$ cat config.mk
export PLATFORM = sky130hd
export DESIGN_NAME = camera_blob_steering_decider
export DESIGN_NICKNAME = d
export VERILOG_FILES = /design/src/rtl/core/cbsd_pkg.sv /design/src/rtl/core/cbsd_capture.sv /design/src/rtl/core/cbsd_area.sv /design/src/rtl/core/cbsd_steer.sv /design/src/rtl/core/camera_blob_steering_decider.sv
export VERILOG_INCLUDE_DIRS = /design/src /design/src/rtl/core
export SDC_FILE = /design/constraint.sdc
export NUM_CORES = 2
export LEC_CHECK = 0
export ABC_AREA = 1
export BUFFER_PORTS_ARGS = -buffer_cell sky130_fd_sc_hd__clkbuf_2
export CORE_MARGIN = 2
export CORE_UTILIZATION = 45
export CTS_BUF_LIST = sky130_fd_sc_hd__clkbuf_2 sky130_fd_sc_hd__clkbuf_4 sky130_fd_sc_hd__clkbuf_8
export DETAILED_ROUTE_END_ITERATION = 6
export PLACE_DENSITY_LB_ADDON = 0.12
export SYNTH_ARGS = -nofsm -noshare
export SYNTH_HDL_FRONTEND = slang
export SYNTH_SLANG_ARGS = --single-unit
$ cat constraint.sdc
create_clock -name clk -period 9.5 [get_ports clk]
set_clock_uncertainty 0.2 [all_clocks]
set_input_delay 0.95 -clock clk [delete_from_list [all_inputs] [get_ports clk]]
set_output_delay 0.95 -clock clk [all_outputs]
set_load 0.01 [all_outputs]
$ cat src/rtl/core/camera_blob_steering_decider_macros.svh
// ----------------------------------------------------------------------------
// camera blob steering decider assertion macros
// Shared concurrent assertion wrappers, sampled on clk and disabled in reset.
// ----------------------------------------------------------------------------
`ifndef CAMERA_BLOB_STEERING_DECIDER_MACROS_SVH
`define CAMERA_BLOB_STEERING_DECIDER_MACROS_SVH

`ifndef ASSERT_OFF

// same-cycle implication
`define CBSD_ASSERT_IMP(lbl, ante, cons) \
	lbl: assert property (@(posedge clk) disable iff (!arst_n) (ante) |-> (cons)) \
		else $error("implication check failed");

// next-cycle implication
`define CBSD_ASSERT_NXT(lbl, ante, cons) \
	lbl: assert property (@(posedge clk) disable iff (!arst_n) (ante) |=> (cons)) \
		else $error("next-cycle check failed");

`else

`define CBSD_ASSERT_IMP(lbl, ante, cons)
`define CBSD_ASSERT_NXT(lbl, ante, cons)

`endif

`endif

$ cat src/rtl/core/cbsd_pkg.sv
// ----------------------------------------------------------------------------
// cbsd_pkg
// Types, codes and constants shared by the steering decider modules.
// ----------------------------------------------------------------------------
`timescale 1ns / 1ps

package cbsd_pkg;

	// frame kinds
	localparam logic [1:0] KIND_VERSION    = 2'd0;
	localparam logic [1:0] KIND_RESOLUTION = 2'd1;
	localparam logic [1:0] KIND_BRIGHTNESS = 2'd2;
	localparam logic [1:0] KIND_BLOCKS     = 2'd3;

	// configuration register indexes
	localparam logic [1:0] CFG_CENTER_TOL  = 2'd0;
	localparam logic [1:0] CFG_NEAR_MARGIN = 2'd1;

	// configuration reset values
	localparam logic [7:0]  TOL_RESET    = 8'd10;
	localparam logic [15:0] MARGIN_RESET = 16'd500;

	// frame byte positions
	localparam logic [4:0] POS_CHK_LO     = 5'd4;
	localparam logic [4:0] POS_CHK_HI     = 5'd5;
	localparam logic [4:0] POS_PAYLOAD    = 5'd6;

	// reciprocal constants: floor(p/9) = (p*M9)>>35, floor(p/100) = (p*M100)>>38
	localparam logic [31:0] RECIP_9     = 32'd3817748708;
	localparam int          RECIP_9_SH  = 35;
	localparam logic [31:0] RECIP_100   = 32'd2748779070;
	localparam int          RECIP_100_SH = 38;

	typedef enum logic [3:0] {
		DIR_NONE    = 4'd0,
		DIR_STOP    = 4'd1,
		DIR_REVERSE = 4'd2,
		DIR_FORWARD = 4'd3,
		DIR_RIGHT   = 4'd4,
		DIR_LEFT    = 4'd5,
		DIR_SE      = 4'd6,
		DIR_SW      = 4'd7,
		DIR_NE      = 4'd8,
		DIR_NW      = 4'd9
	} dir_t;

	// captured frame and block geometry
	typedef struct packed {
		logic [15:0] frame_w;
		logic [15:0] frame_h;
		logic [15:0] center_x;
		logic [15:0] center_y;
		logic [15:0] block_w;
		logic [15:0] block_h;
		logic [7:0]  age;
	} cbsd_geom_t;

	// end-of-frame event from the byte capture
	typedef struct packed {
		logic       done;
		logic [1:0] kind;
		logic       ok;
		logic       flags_full;
	} cbsd_event_t;

	// derived area figures
	typedef struct packed {
		logic [31:0] area;
		logic [28:0] max_area;
		logic [25:0] speed;
	} cbsd_area_t;

	// frame length per kind
	function automatic logic [4:0] frame_len(input logic [1:0] kind);
		logic [4:0] len;
		unique case (kind)
			KIND_VERSION:    len = 5'd22;
			KIND_RESOLUTION: len = 5'd10;
			KIND_BRIGHTNESS: len = 5'd10;
			KIND_BLOCKS:     len = 5'd20;
			default:         len = 5'd20;
		endcase
		return len;
	endfunction

endpackage

$ cat src/rtl/core/cbsd_capture.sv
// ----------------------------------------------------------------------------
// cbsd_capture
// Byte position tracking, checksum accumulation, field capture and pass flags.
// ----------------------------------------------------------------------------
`timescale 1ns / 1ps

module cbsd_capture import cbsd_pkg::*; (
	input  logic        clk,
	input  logic        arst_n,
	input  logic        acc,
	input  logic [1:0]  req_type,
	input  logic        frame_start,
	input  logic [7:0]  rx_byte,
	output cbsd_geom_t  geom,
	output cbsd_event_t ev
);

	logic [4:0]  pos_q;
	logic [15:0] sum_q;
	logic [15:0] chk_q;
	logic [2:0]  flags_q;
	cbsd_geom_t  geom_q;

	logic [4:0]  len;
	logic [4:0]  pos_cur;
	logic [4:0]  pos_inc;
	logic [15:0] sum_cur;
	logic [15:0] chk_cur;
	logic [15:0] sum_nx;
	logic [15:0] chk_nx;
	logic        live;
	logic        ok;

	// frame start restarts position and checksum state
	always_comb begin
		len     = frame_len(req_type);
		pos_cur = frame_start ? 5'd0 : pos_q;
		sum_cur = frame_start ? 16'd0 : sum_q;
		chk_cur = frame_start ? 16'd0 : chk_q;
		live    = pos_cur < len;
		pos_inc = pos_cur + 5'd1;
	end

	// checksum and payload sum including the current byte
	always_comb begin
		sum_nx = sum_cur;
		chk_nx = chk_cur;
		if (pos_cur == POS_CHK_LO) begin
			chk_nx = {chk_cur[15:8], rx_byte};
		end else if (pos_cur == POS_CHK_HI) begin
			chk_nx = {rx_byte, chk_cur[7:0]};
		end else if (pos_cur >= POS_PAYLOAD) begin
			sum_nx = sum_cur + {8'd0, rx_byte};
		end
		ok = (chk_nx == sum_nx);
	end

	assign ev.done       = acc && live && (pos_inc == len);
	assign ev.kind       = req_type;
	assign ev.ok         = ok;
	assign ev.flags_full = (flags_q == 3'b111);
	assign geom          = geom_q;

	// position, sums and pass flags
	always_ff @(posedge clk or negedge arst_n) begin
		if (!arst_n) begin
			pos_q   <= '0;
			sum_q   <= '0;
			chk_q   <= '0;
			flags_q <= '0;
		end else if (acc && live) begin
			pos_q <= pos_inc;
			sum_q <= sum_nx;
			chk_q <= chk_nx;
			if (ev.done && req_type != KIND_BLOCKS) begin
				flags_q[req_type] <= ok;
			end
		end
	end

	// field capture by kind and position
	always_ff @(posedge clk or negedge arst_n) begin
		if (!arst_n) begin
			geom_q <= '0;
		end else if (acc && live) begin
			if (req_type == KIND_RESOLUTION) begin
				case (pos_cur)
					5'd6:    geom_q.frame_w[7:0]  <= rx_byte;
					5'd7:    geom_q.frame_w[15:8] <= rx_byte;
					5'd8:    geom_q.frame_h[7:0]  <= rx_byte;
					5'd9:    geom_q.frame_h[15:8] <= rx_byte;
					default: ;
				endcase
			end else if (req_type == KIND_BLOCKS) begin
				case (pos_cur)
					5'd8:    geom_q.center_x[7:0]  <= rx_byte;
					5'd9:    geom_q.center_x[15:8] <= rx_byte;
					5'd10:   geom_q.center_y[7:0]  <= rx_byte;
					5'd11:   geom_q.center_y[15:8] <= rx_byte;
					5'd12:   geom_q.block_w[7:0]   <= rx_byte;
					5'd13:   geom_q.block_w[15:8]  <= rx_byte;
					5'd14:   geom_q.block_h[7:0]   <= rx_byte;
					5'd15:   geom_q.block_h[15:8]  <= rx_byte;
					5'd18:   geom_q.age            <= rx_byte;
					default: ;
				endcase
			end
		end
	end

endmodule

$ cat src/rtl/core/cbsd_area.sv
// ----------------------------------------------------------------------------
// cbsd_area
// Registered products: block area, maximum area (frame area / 9), speed
// (area / 100), the divisions done by reciprocal multiplication.
// ----------------------------------------------------------------------------
`timescale 1ns / 1ps

module cbsd_area import cbsd_pkg::*; (
	input  logic       clk,
	input  cbsd_geom_t geom,
	output cbsd_area_t area
);

	logic [31:0] area_q;
	logic [31:0] frame_area_q;
	logic [63:0] speed_prod_q;
	logic [63:0] max_prod_q;
	logic [25:0] speed_q;
	logic [28:0] max_area_q;

	// products follow the captured fields continuously
	always_ff @(posedge clk) begin
		area_q       <= {16'd0, geom.block_w} * {16'd0, geom.block_h};
		frame_area_q <= {16'd0, geom.frame_w} * {16'd0, geom.frame_h};
		speed_prod_q <= {32'd0, area_q} * {32'd0, RECIP_100};
		max_prod_q   <= {32'd0, frame_area_q} * {32'd0, RECIP_9};
		speed_q      <= speed_prod_q[63:RECIP_100_SH];
		max_area_q   <= max_prod_q[63:RECIP_9_SH];
	end

	assign area.area     = area_q;
	assign area.max_area = max_area_q;
	assign area.speed    = speed_q;

endmodule

$ cat src/rtl/core/cbsd_steer.sv
// ----------------------------------------------------------------------------
// cbsd_steer
// Window and area rules that pick the steering direction and speed.
// ----------------------------------------------------------------------------
`timescale 1ns / 1ps

module cbsd_steer import cbsd_pkg::*; (
	input  cbsd_geom_t  geom,
	input  cbsd_area_t  area,
	input  logic [7:0]  center_tol,
	input  logic [15:0] near_margin,
	output dir_t        dir,
	output logic [25:0] speed
);

	logic signed [17:0] min_w;
	logic signed [17:0] max_w;
	logic signed [17:0] min_h;
	logic signed [17:0] max_h;
	logic signed [17:0] cx;
	logic signed [17:0] cy;
	logic [31:0]        max_area;
	logic               x_in;
	logic               y_in;
	logic               x_above;
	logic               x_below;
	logic               too_big;
	logic               near;

	// centre window, bounds may go negative
	always_comb begin
		min_w   = $signed({3'd0, geom.frame_w[15:1]}) - $signed({10'd0, center_tol});
		max_w   = $signed({3'd0, geom.frame_w[15:1]}) + $signed({10'd0, center_tol});
		min_h   = $signed({3'd0, geom.frame_h[15:1]}) - $signed({10'd0, center_tol});
		max_h   = $signed({3'd0, geom.frame_h[15:1]}) + $signed({10'd0, center_tol});
		cx      = $signed({2'd0, geom.center_x});
		cy      = $signed({2'd0, geom.center_y});
		x_above = cx > max_w;
		x_below = cx < min_w;
		x_in    = !x_above && !x_below;
		y_in    = (cy >= min_h) && (cy <= max_h);
	end

	// area rules
	always_comb begin
		max_area = {3'd0, area.max_area};
		too_big  = area.area > max_area;
		near     = (max_area - area.area) <= {16'd0, near_margin};
	end

	// direction priority
	always_comb begin
		dir   = DIR_NONE;
		speed = area.speed;
		if (geom.age == 8'd0) begin
			dir   = DIR_STOP;
			speed = '0;
		end else if (too_big) begin
			dir = DIR_REVERSE;
		end else if (near) begin
			if (x_in) begin
				dir   = y_in ? DIR_STOP : DIR_NONE;
				speed = '0;
			end else if (y_in) begin
				dir = x_above ? DIR_RIGHT : DIR_LEFT;
			end else begin
				dir = x_above ? DIR_SE : DIR_SW;
			end
		end else if (x_above) begin
			dir = DIR_NE;
		end else if (x_below) begin
			dir = DIR_NW;
		end else begin
			dir = DIR_FORWARD;
		end
	end

endmodule

$ cat src/rtl/core/camera_blob_steering_decider.sv
// ----------------------------------------------------------------------------
// camera_blob_steering_decider
// The result register loads on the clock edge that accepts the last byte of a frame.
// Throughput: one byte per cycle; a result held by res_stall stalls input.
// Area products register as products, reciprocal products and quotients behind
// the captured fields; block size bytes always end four bytes before a frame end.
// Reset clears position, sums, captured fields, pass flags and the result valid flag.
// ----------------------------------------------------------------------------
`timescale 1ns / 1ps
`include "camera_blob_steering_decider_macros.svh"

module camera_blob_steering_decider import cbsd_pkg::*; (
	input  logic        clk,
	input  logic        arst_n,
	// byte channel
	input  logic        byte_valid,
	output logic        byte_stall,
	input  logic [1:0]  req_type,
	input  logic        frame_start,
	input  logic [7:0]  rx_byte,
	// result channel
	output logic        res_valid,
	input  logic        res_stall,
	output logic [1:0]  frame_kind,
	output logic        frame_ok,
	output logic        decision_valid,
	output logic [3:0]  direction,
	output logic [25:0] speed,
	// configuration write channel
	input  logic        cfg_valid,
	output logic        cfg_ready,
	input  logic [1:0]  cfg_index,
	input  logic [15:0] cfg_data
);

	logic [7:0]  center_tol_q;
	logic [15:0] near_margin_q;

	logic        res_valid_q;
	logic [1:0]  kind_q;
	logic        ok_q;
	logic        dv_q;
	logic [3:0]  dir_q;
	logic [25:0] speed_q;

	logic        acc;
	logic        dv;
	cbsd_geom_t  geom;
	cbsd_event_t ev;
	cbsd_area_t  area;
	dir_t        steer_dir;
	logic [25:0] steer_speed;

	// configuration registers
	assign cfg_ready = 1'b1;

	always_ff @(posedge clk or negedge arst_n) begin
		if (!arst_n) begin
			center_tol_q  <= TOL_RESET;
			near_margin_q <= MARGIN_RESET;
		end else if (cfg_valid && cfg_ready) begin
			unique case (cfg_index)
				CFG_CENTER_TOL:  center_tol_q  <= cfg_data[7:0];
				CFG_NEAR_MARGIN: near_margin_q <= cfg_data;
				default: ;
			endcase
		end
	end

	// byte transaction accepted while the result register can take a result
	assign byte_stall = res_valid_q && res_stall;
	assign acc        = byte_valid && !byte_stall;

	cbsd_capture u_capture (
		.clk         (clk),
		.arst_n      (arst_n),
		.acc         (acc),
		.req_type    (req_type),
		.frame_start (frame_start),
		.rx_byte     (rx_byte),
		.geom        (geom),
		.ev          (ev)
	);

	cbsd_area u_area (
		.clk  (clk),
		.geom (geom),
		.area (area)
	);

	cbsd_steer u_steer (
		.geom        (geom),
		.area        (area),
		.center_tol  (center_tol_q),
		.near_margin (near_margin_q),
		.dir         (steer_dir),
		.speed       (steer_speed)
	);

	assign dv = (ev.kind == KIND_BLOCKS) && ev.ok && ev.flags_full;

	// result register
	always_ff @(posedge clk or negedge arst_n) begin
		if (!arst_n) begin
			res_valid_q <= 1'b0;
		end else if (ev.done) begin
			res_valid_q <= 1'b1;
		end else if (!res_stall) begin
			res_valid_q <= 1'b0;
		end
	end

	always_ff @(posedge clk) begin
		if (ev.done) begin
			kind_q  <= ev.kind;
			ok_q    <= ev.ok;
			dv_q    <= dv;
			dir_q   <= dv ? steer_dir : DIR_NONE;
			speed_q <= dv ? steer_speed : 26'd0;
		end
	end

	assign res_valid      = res_valid_q;
	assign frame_kind     = kind_q;
	assign frame_ok       = ok_q;
	assign decision_valid = dv_q;
	assign direction      = dir_q;
	assign speed          = speed_q;

	// checks
	`CBSD_ASSERT_IMP(a_dv_blocks_ok, res_valid_q && dv_q, kind_q == KIND_BLOCKS && ok_q)
	`CBSD_ASSERT_IMP(a_no_dv_quiet, res_valid_q && !dv_q, dir_q == DIR_NONE && speed_q == 26'd0)
	`CBSD_ASSERT_IMP(a_stop_no_speed, res_valid_q && (dir_q == DIR_STOP || dir_q == DIR_NONE), speed_q == 26'd0)
	`CBSD_ASSERT_NXT(a_done_loads, ev.done, res_valid_q && kind_q == $past(ev.kind))

endmodule
-- Word level (Yosys, flattened, before mapping)
Index checks and enable logic that the tools add are counted.
Widths: inputs -> output; s select.
- add/sub/neg operators: 7
- multipliers: 4
- magnitude comparators: 10
- equality and inequality tests: 22
- multiplexer cells: 27
- bitwise gates (word level): 2
- reduce and logical (&&, ||, !) cells: 35
- operators by type and width (cell ; number):
    $mux 16 ; 7
    $mux 26 ; 3
    $mul 16x16->32 ; 2
    $mul 32x31->63 const B ; 1
    $mul 32x30->62 const B ; 1
    $eq 5x4->1 const B ; 8
    $reduce_and 4->1 ; 9
    $add 15x8->16 ; 2
    $gt 32x29->1 ; 1
    $le 32x16->1 ; 1
    $sub 15x8->16 ; 2
    $sub 29x32->32 ; 1
    $eq 5x3->1 const B ; 4
    $mux 4 ; 5
    $ge 17x18->1 ; 1
    $gt 17x18->1 ; 1
    $le 17x18->1 ; 1
    $lt 17x18->1 ; 1
    $add 16x8->16 ; 1
    $eq 16x16->1 ; 1
    $pmux 5 s3 ; 1
    $reduce_and 3->1 ; 4
    $logic_and 1x1->1 ; 10
    $logic_not 8->1 ; 1
    other kinds (23) ; 38
- register bits after elaboration: 447
- input port bits: 34
- output and inout bits: 37

-- Longest topological paths before layout
- depth after elaboration: 10
- gate-level depth with buffers: 29
- gate-level depth less buffers: 29

-- Hierarchy
Synthesis repeated with hierarchy kept, for this count alone.
- cell total of the unflattened synthesis: 8803
- area total of the unflattened synthesis: 70223.6 sq um
- by module, submodules not included (module ; times used ; cells each ; area each (sq um)):
    cbsd_area ; 1 ; 6457 ; 53851.6
    cbsd_capture ; 1 ; 889 ; 7193.1
    cbsd_steer ; 1 ; 1243 ; 6830.3
    camera_blob_steering_decider ; 1 ; 214 ; 2348.5

-- Worst setup path after synthesis
No wires, ideal clock.
- kind: reg-to-reg
- from: reg u_area.area_q[16]
- to: reg u_area.speed_prod_q[58]
- arrival time: 5.950 ns
- slack: 3.238 ns
- stages on the path, launching flop included: 26
- period minus slack after synthesis: 6.262 ns
- cells stage by stage: dfxtp_1 -> ha_1 -> inv_1 -> fa_1 -> inv_1 -> fa_1 -> fa_1 -> fa_1 -> fa_1 -> fa_1 -> inv_1 -> fa_1 -> inv_1 -> ha_1 -> nand2_1 -> nor2_1 -> inv_1 -> nor2_1 -> and3_1 -> nand3b_1 -> nand3_1 -> a21oi_1 -> o21ai_0 -> nand2_1 -> nand3_1 -> nand2_1
- cells in the longest elaborated chain, start to end: 1
- ends and longest elaborated chain (what ; RTL line ; RTL):
    start, declared ; cbsd_area.sv:14 ; logic [31:0] area_q;
    start signal, assigned ; cbsd_area.sv:23 ; area_q <= {16'd0, geom.block_w} * {16'd0, geom.block_h};
    $mul 32x31->63 ; cbsd_area.sv:25 ; speed_prod_q <= {32'd0, area_q} * {32'd0, RECIP_100};
    end signal, assigned ; cbsd_area.sv:25 ;
    end, declared ; cbsd_area.sv:16 ; logic [63:0] speed_prod_q;
Every way passes these cells.
A chain may end at the register's enable or synchronous reset.

-- Worst setup path after layout
- from: reg u_area.area_q[13]
- to: reg u_area.speed_prod_q[56]
Same word-level chain as after synthesis.

==> impl_results.rst <==
.. list-table::
   :header-rows: 1

   * - Metric
     - Value
   * - Status
     - complete, no violations
   * - Die Outline Area
     - 153000 µm²
   * - Worst-case register-to-register setup slack
     - around 1.7 ns
   * - Number of global-route vias before repair
     - 54.2k
   * - Worst Max-Slew Pin Slew
     - 1.14 ns
   * - Detailed-placement wirelength estimate
     - 179 mm
   * - Quantity of hold-fixing buffers added after cts
     - 0
   * - Leakage
     - slightly above 40 nW
   * - First-pass iteration count of the detailed router
     - 6
   * - Worst Setup Path Type
     - register to register
   * - Sequential Area
     - 8740 µm²
   * - Post-synthesis async set-or-reset flop share
     - between 40% and 50%
   * - Unrepaired setup endpoints after global routing
     - false
   * - Total number of placement rows
     - roughly 140
   * - Placer congestion estimate
     - ~1
   * - Core area
     - around 150000 µm²
   * - Switching Power
     - 1.62 mW
   * - Per-cell via count in the routed design
     - 5.09
   * - Bufs on Longest Clock Path
     - 3
   * - Max Clock Freq
     - between 100 and 150 MHz
   * - Summed instance area of the synthesized netlist
     - 67300 µm²
   * - Switching portion of total power
     - 34.0%
   * - Wire length of the first global-routing pass
     - 325 mm
   * - Seq pwr share
     - 35.9%
   * - Top cells by count, synth
     - inv_1, nand2_1, ha_1
   * - Relative max-transition margin
     - 23.6%
   * - Post-synthesis area per instance
     - slightly above 8 µm²
   * - Setup TNS
     - 0 ns
   * - Count of boundary I/O pins
     - 71
   * - Final cycle utilization of the critical path
     - 82.0%
   * - DRT antenna net count
     - 0
   * - Final instance count without filler cells
     - 10.1k
   * - Total setup violations reported at the end of the flow
     - 0
   * - Clock transition at the registers of the reported paths
     - ~0.060 ns
   * - Top cell type's share of synthesized area
     - 31.4%
   * - Hold WC Path Type
     - input pin to asynchronous set/reset pin
   * - Clock tree from TritonCTS
     - built
   * - Number of DRC markers in iteration 0
     - 3107
   * - Largest driver fanout on the critical path
     - 10
   * - Number of DRC violations after detailed routing
     - 0
   * - Clock latency reported for the late side of the worst-skew pair
     - 0.80 ns
   * - Clock Root Buffer
     - clkbuf_8
   * - Tot GR Track Use
     - ~28%
   * - Biggest area consumer among synthesized cells
     - fa_1
   * - Leading post-synthesis cells by cell area
     - fa_1, ha_1, inv_1, nand2_1, dfrtp_1
   * - Wire length per cell after detailed routing
     - 20.9 µm
   * - Arrival time at the worst endpoint
     - between 8 and 9 ns
   * - Most used DFF post-synth
     - dfxtp_1
   * - Leftover overflow at the end of global routing
     - 0
   * - Max IR drop VDD
     - 97.9 µV
   * - Worst hold slack
     - 0.0605 ns
   * - Initial core utilization
     - between 40% and 50%
   * - Filler Cells Inserted
     - 14.6k
   * - Die width
     - 391 µm
   * - Die Y
     - approximately 390 µm
   * - Syn Nets
     - 10.3k
   * - Wirelength, routed
     - around 210 mm
   * - Crit path launch type
     - register
   * - Pins Over Slew Limit
     - 0
   * - Pwr per Cell Area
     - between 60 and 70 nW/µm²
   * - Cell count after synthesis
     - 8109
   * - Unique cell type count in the Yosys netlist
     - 57
   * - Power share of the combinational group
     - ~23%
   * - Total area of multi-input combinational cells
     - 49600 µm²
   * - Number of enable flip-flop cells after synthesis
     - 34
   * - Fraction of the yosys area taken by sequential cells
     - 13.0%
   * - Number of buffers inserted to repair setup after CTS
     - 0
   * - Total via count in the routed design
     - around 51k
   * - Final design utilization
     - between 40% and 50%
   * - Largest net degree at the start of global routing
     - approximately 90
   * - Hold Violations, Final
     - 0
   * - Internal Power
     - roughly 3.2 mW
   * - Area grow syn2layout
     - 6.14%
   * - FF+latch count, synth
     - 377
   * - H-tree level count
     - 3
   * - CTS buffer count
     - 75
   * - Req. time, crit path
     - 9.97 ns
   * - Clock sink total
     - 377
   * - Tmin final
     - 7.79 ns
   * - Max-cap viol count
     - 0
   * - Nets
     - approximately 10k
   * - Number of buffers inserted by port buffering
     - 69
   * - Placed Cells incl. Taps
     - 9970
   * - Endpoint kind of the worst setup timing path
     - register
   * - Number of antenna violations at the first check in global routing
     - 8
   * - Count leader, synth
     - inv_1
   * - Yosys synthesis warning count
     - 0
   * - Clock network fraction of total power
     - 41.6%
   * - Share of layout cells above drive strength 1
     - under 10%
   * - Post-cts resize count
     - 0
[layer usage]
| layer | vias to the layer above | routed length [µm] | GRT usage, % |
|---|---|---|---|
| li1 | 24548 | - | - |
| met1 | 25329 | 92300 | 37.7 |
| met2 | 1285 | 101000 | 48.0 |
| met3 | 281 | 11100 | 3.71 |
| met4 | 2 | 6680 | 8.31 |
| met5 | - | 12 | 0 |
[sequential cells by signal, summed over array words and instances, names as in the netlist]
name and cells:
speed 26, frame_kind 2, u_area.max_prod_q 29, u_capture.flags_q 3, u_area.speed_q 26, u_capture.geom 104, u_capture.sum_q 16, u_area.area_q 32
u_capture.chk_q 16, res_valid 1, u_capture.pos_q 5, u_area.max_area_q 29, decision_valid 1, near_margin_q 16, center_tol_q 8, u_area.frame_area_q 32
frame_ok 1, u_area.speed_prod_q 26, direction 4
[layout by cell type (no fill, tap or decap), types with 8 or more instances in the layout]
cell and n:
a211oi_1 9, a21boi_0 13, a21o_1 15, a21oi_1 308, a31oi_1 47, buf_4 38
bufinv_16 8, clkbuf_2 68, clkbuf_4 14, clkbuf_8 91, clkinv_2 11, dfrtp_1 161
dfstp_2 8, dfxtp_1 174, edfxtp_1 34, fa_1 1055, ha_1 1078, inv_1 2203
nand2_1 1524, nand3_1 174, nand3b_1 8, nand4_1 57, nor2_1 388, nor3_1 45
nor4_1 21, o211ai_1 10, o21a_1 18, o21ai_0 317, o21bai_1 29, xnor2_1 55
xor2_1 127
[final timing paths]
path	to	cells past startpoint	start
worst max-delay path	u_area.speed_prod_q[56]	25	u_area.area_q[13]
worst min-delay path	u_capture.geom[18]	1	arst_n
worst max register to register	u_area.speed_prod_q[56]	25	u_area.area_q[13]
worst min register to register	u_area.speed_q[10]	0	u_area.speed_prod_q[48]
max in group asynchronous	near_margin_q[3]	2	arst_n
min in group clk	u_area.speed_q[10]	0	u_area.speed_prod_q[48]
[power groups by stage]
stage          Sequential, mW  Clock [mW]  Combinational [mW]
4_1_cts                  1.71        2.04                1.08
3_3_place_gp             1.74           0                1.06
6_report                 1.71        1.99                1.07
5_1_grt                  1.72        2.10                1.22
3_5_place_dp             1.75           0                1.07
2_1_floorplan            1.71           0               0.745
[logic make-up after synthesis]
family / share of synthesized area, %
adders and majority gates: 51.4
AOI/OAI and AO/OA: 6.45
buffers and inverters: 13.3
DFF: 13.0
and+or+nand+nor: 13.4
xor gates and xnor gates: 2.37
muxes: 0.0149
other: 0.00557
[through the flow]
step           area, µm²  setup WS, ns  power (mW)
3_3_place_gp       69600          1.71        2.80
4_1_cts            71400          1.74        4.83
6_report           71400          1.71        4.77
5_1_grt            71400          1.41        5.04
3_5_place_dp       69600          1.70        2.81
2_1_floorplan      67300          3.24        2.46
[critical path, stage by stage (launching register included)]
cell and delay, ns:
dfxtp_1 0.82, ha_1 0.37, inv_1 0.17, fa_1 0.44
inv_1 0.08, fa_1 0.45, fa_1 0.68, fa_1 0.48
fa_1 0.46, fa_1 0.50, inv_1 0.05, fa_1 0.52
inv_1 0.05, ha_1 0.33, nand2_1 0.13, nor2_1 0.16
inv_1 0.07, nor2_1 0.18, and3_1 0.21, nand3_1 0.09
nand3_1 0.29, a21oi_1 0.18, o21ai_0 0.48, nand2_1 0.15
nand3_1 0.10, nand2_1 0.05
[area by class of cell]
| class | instances | area share (%) |
|---|---|---|
| multi-input cells | 5352 | 69.4 |
| flip-flops and latches | 377 | 12.2 |
| inverters | 2204 | 11.6 |
| well taps | 1930 | 3.38 |
| clock buffers | 105 | 1.90 |
| repair buffers | 107 | 0.892 |
| clock inverters | 32 | 0.573 |
| diodes | 3 | 0.0105 |
Note: power is estimated with default switching activity, not from simulation.
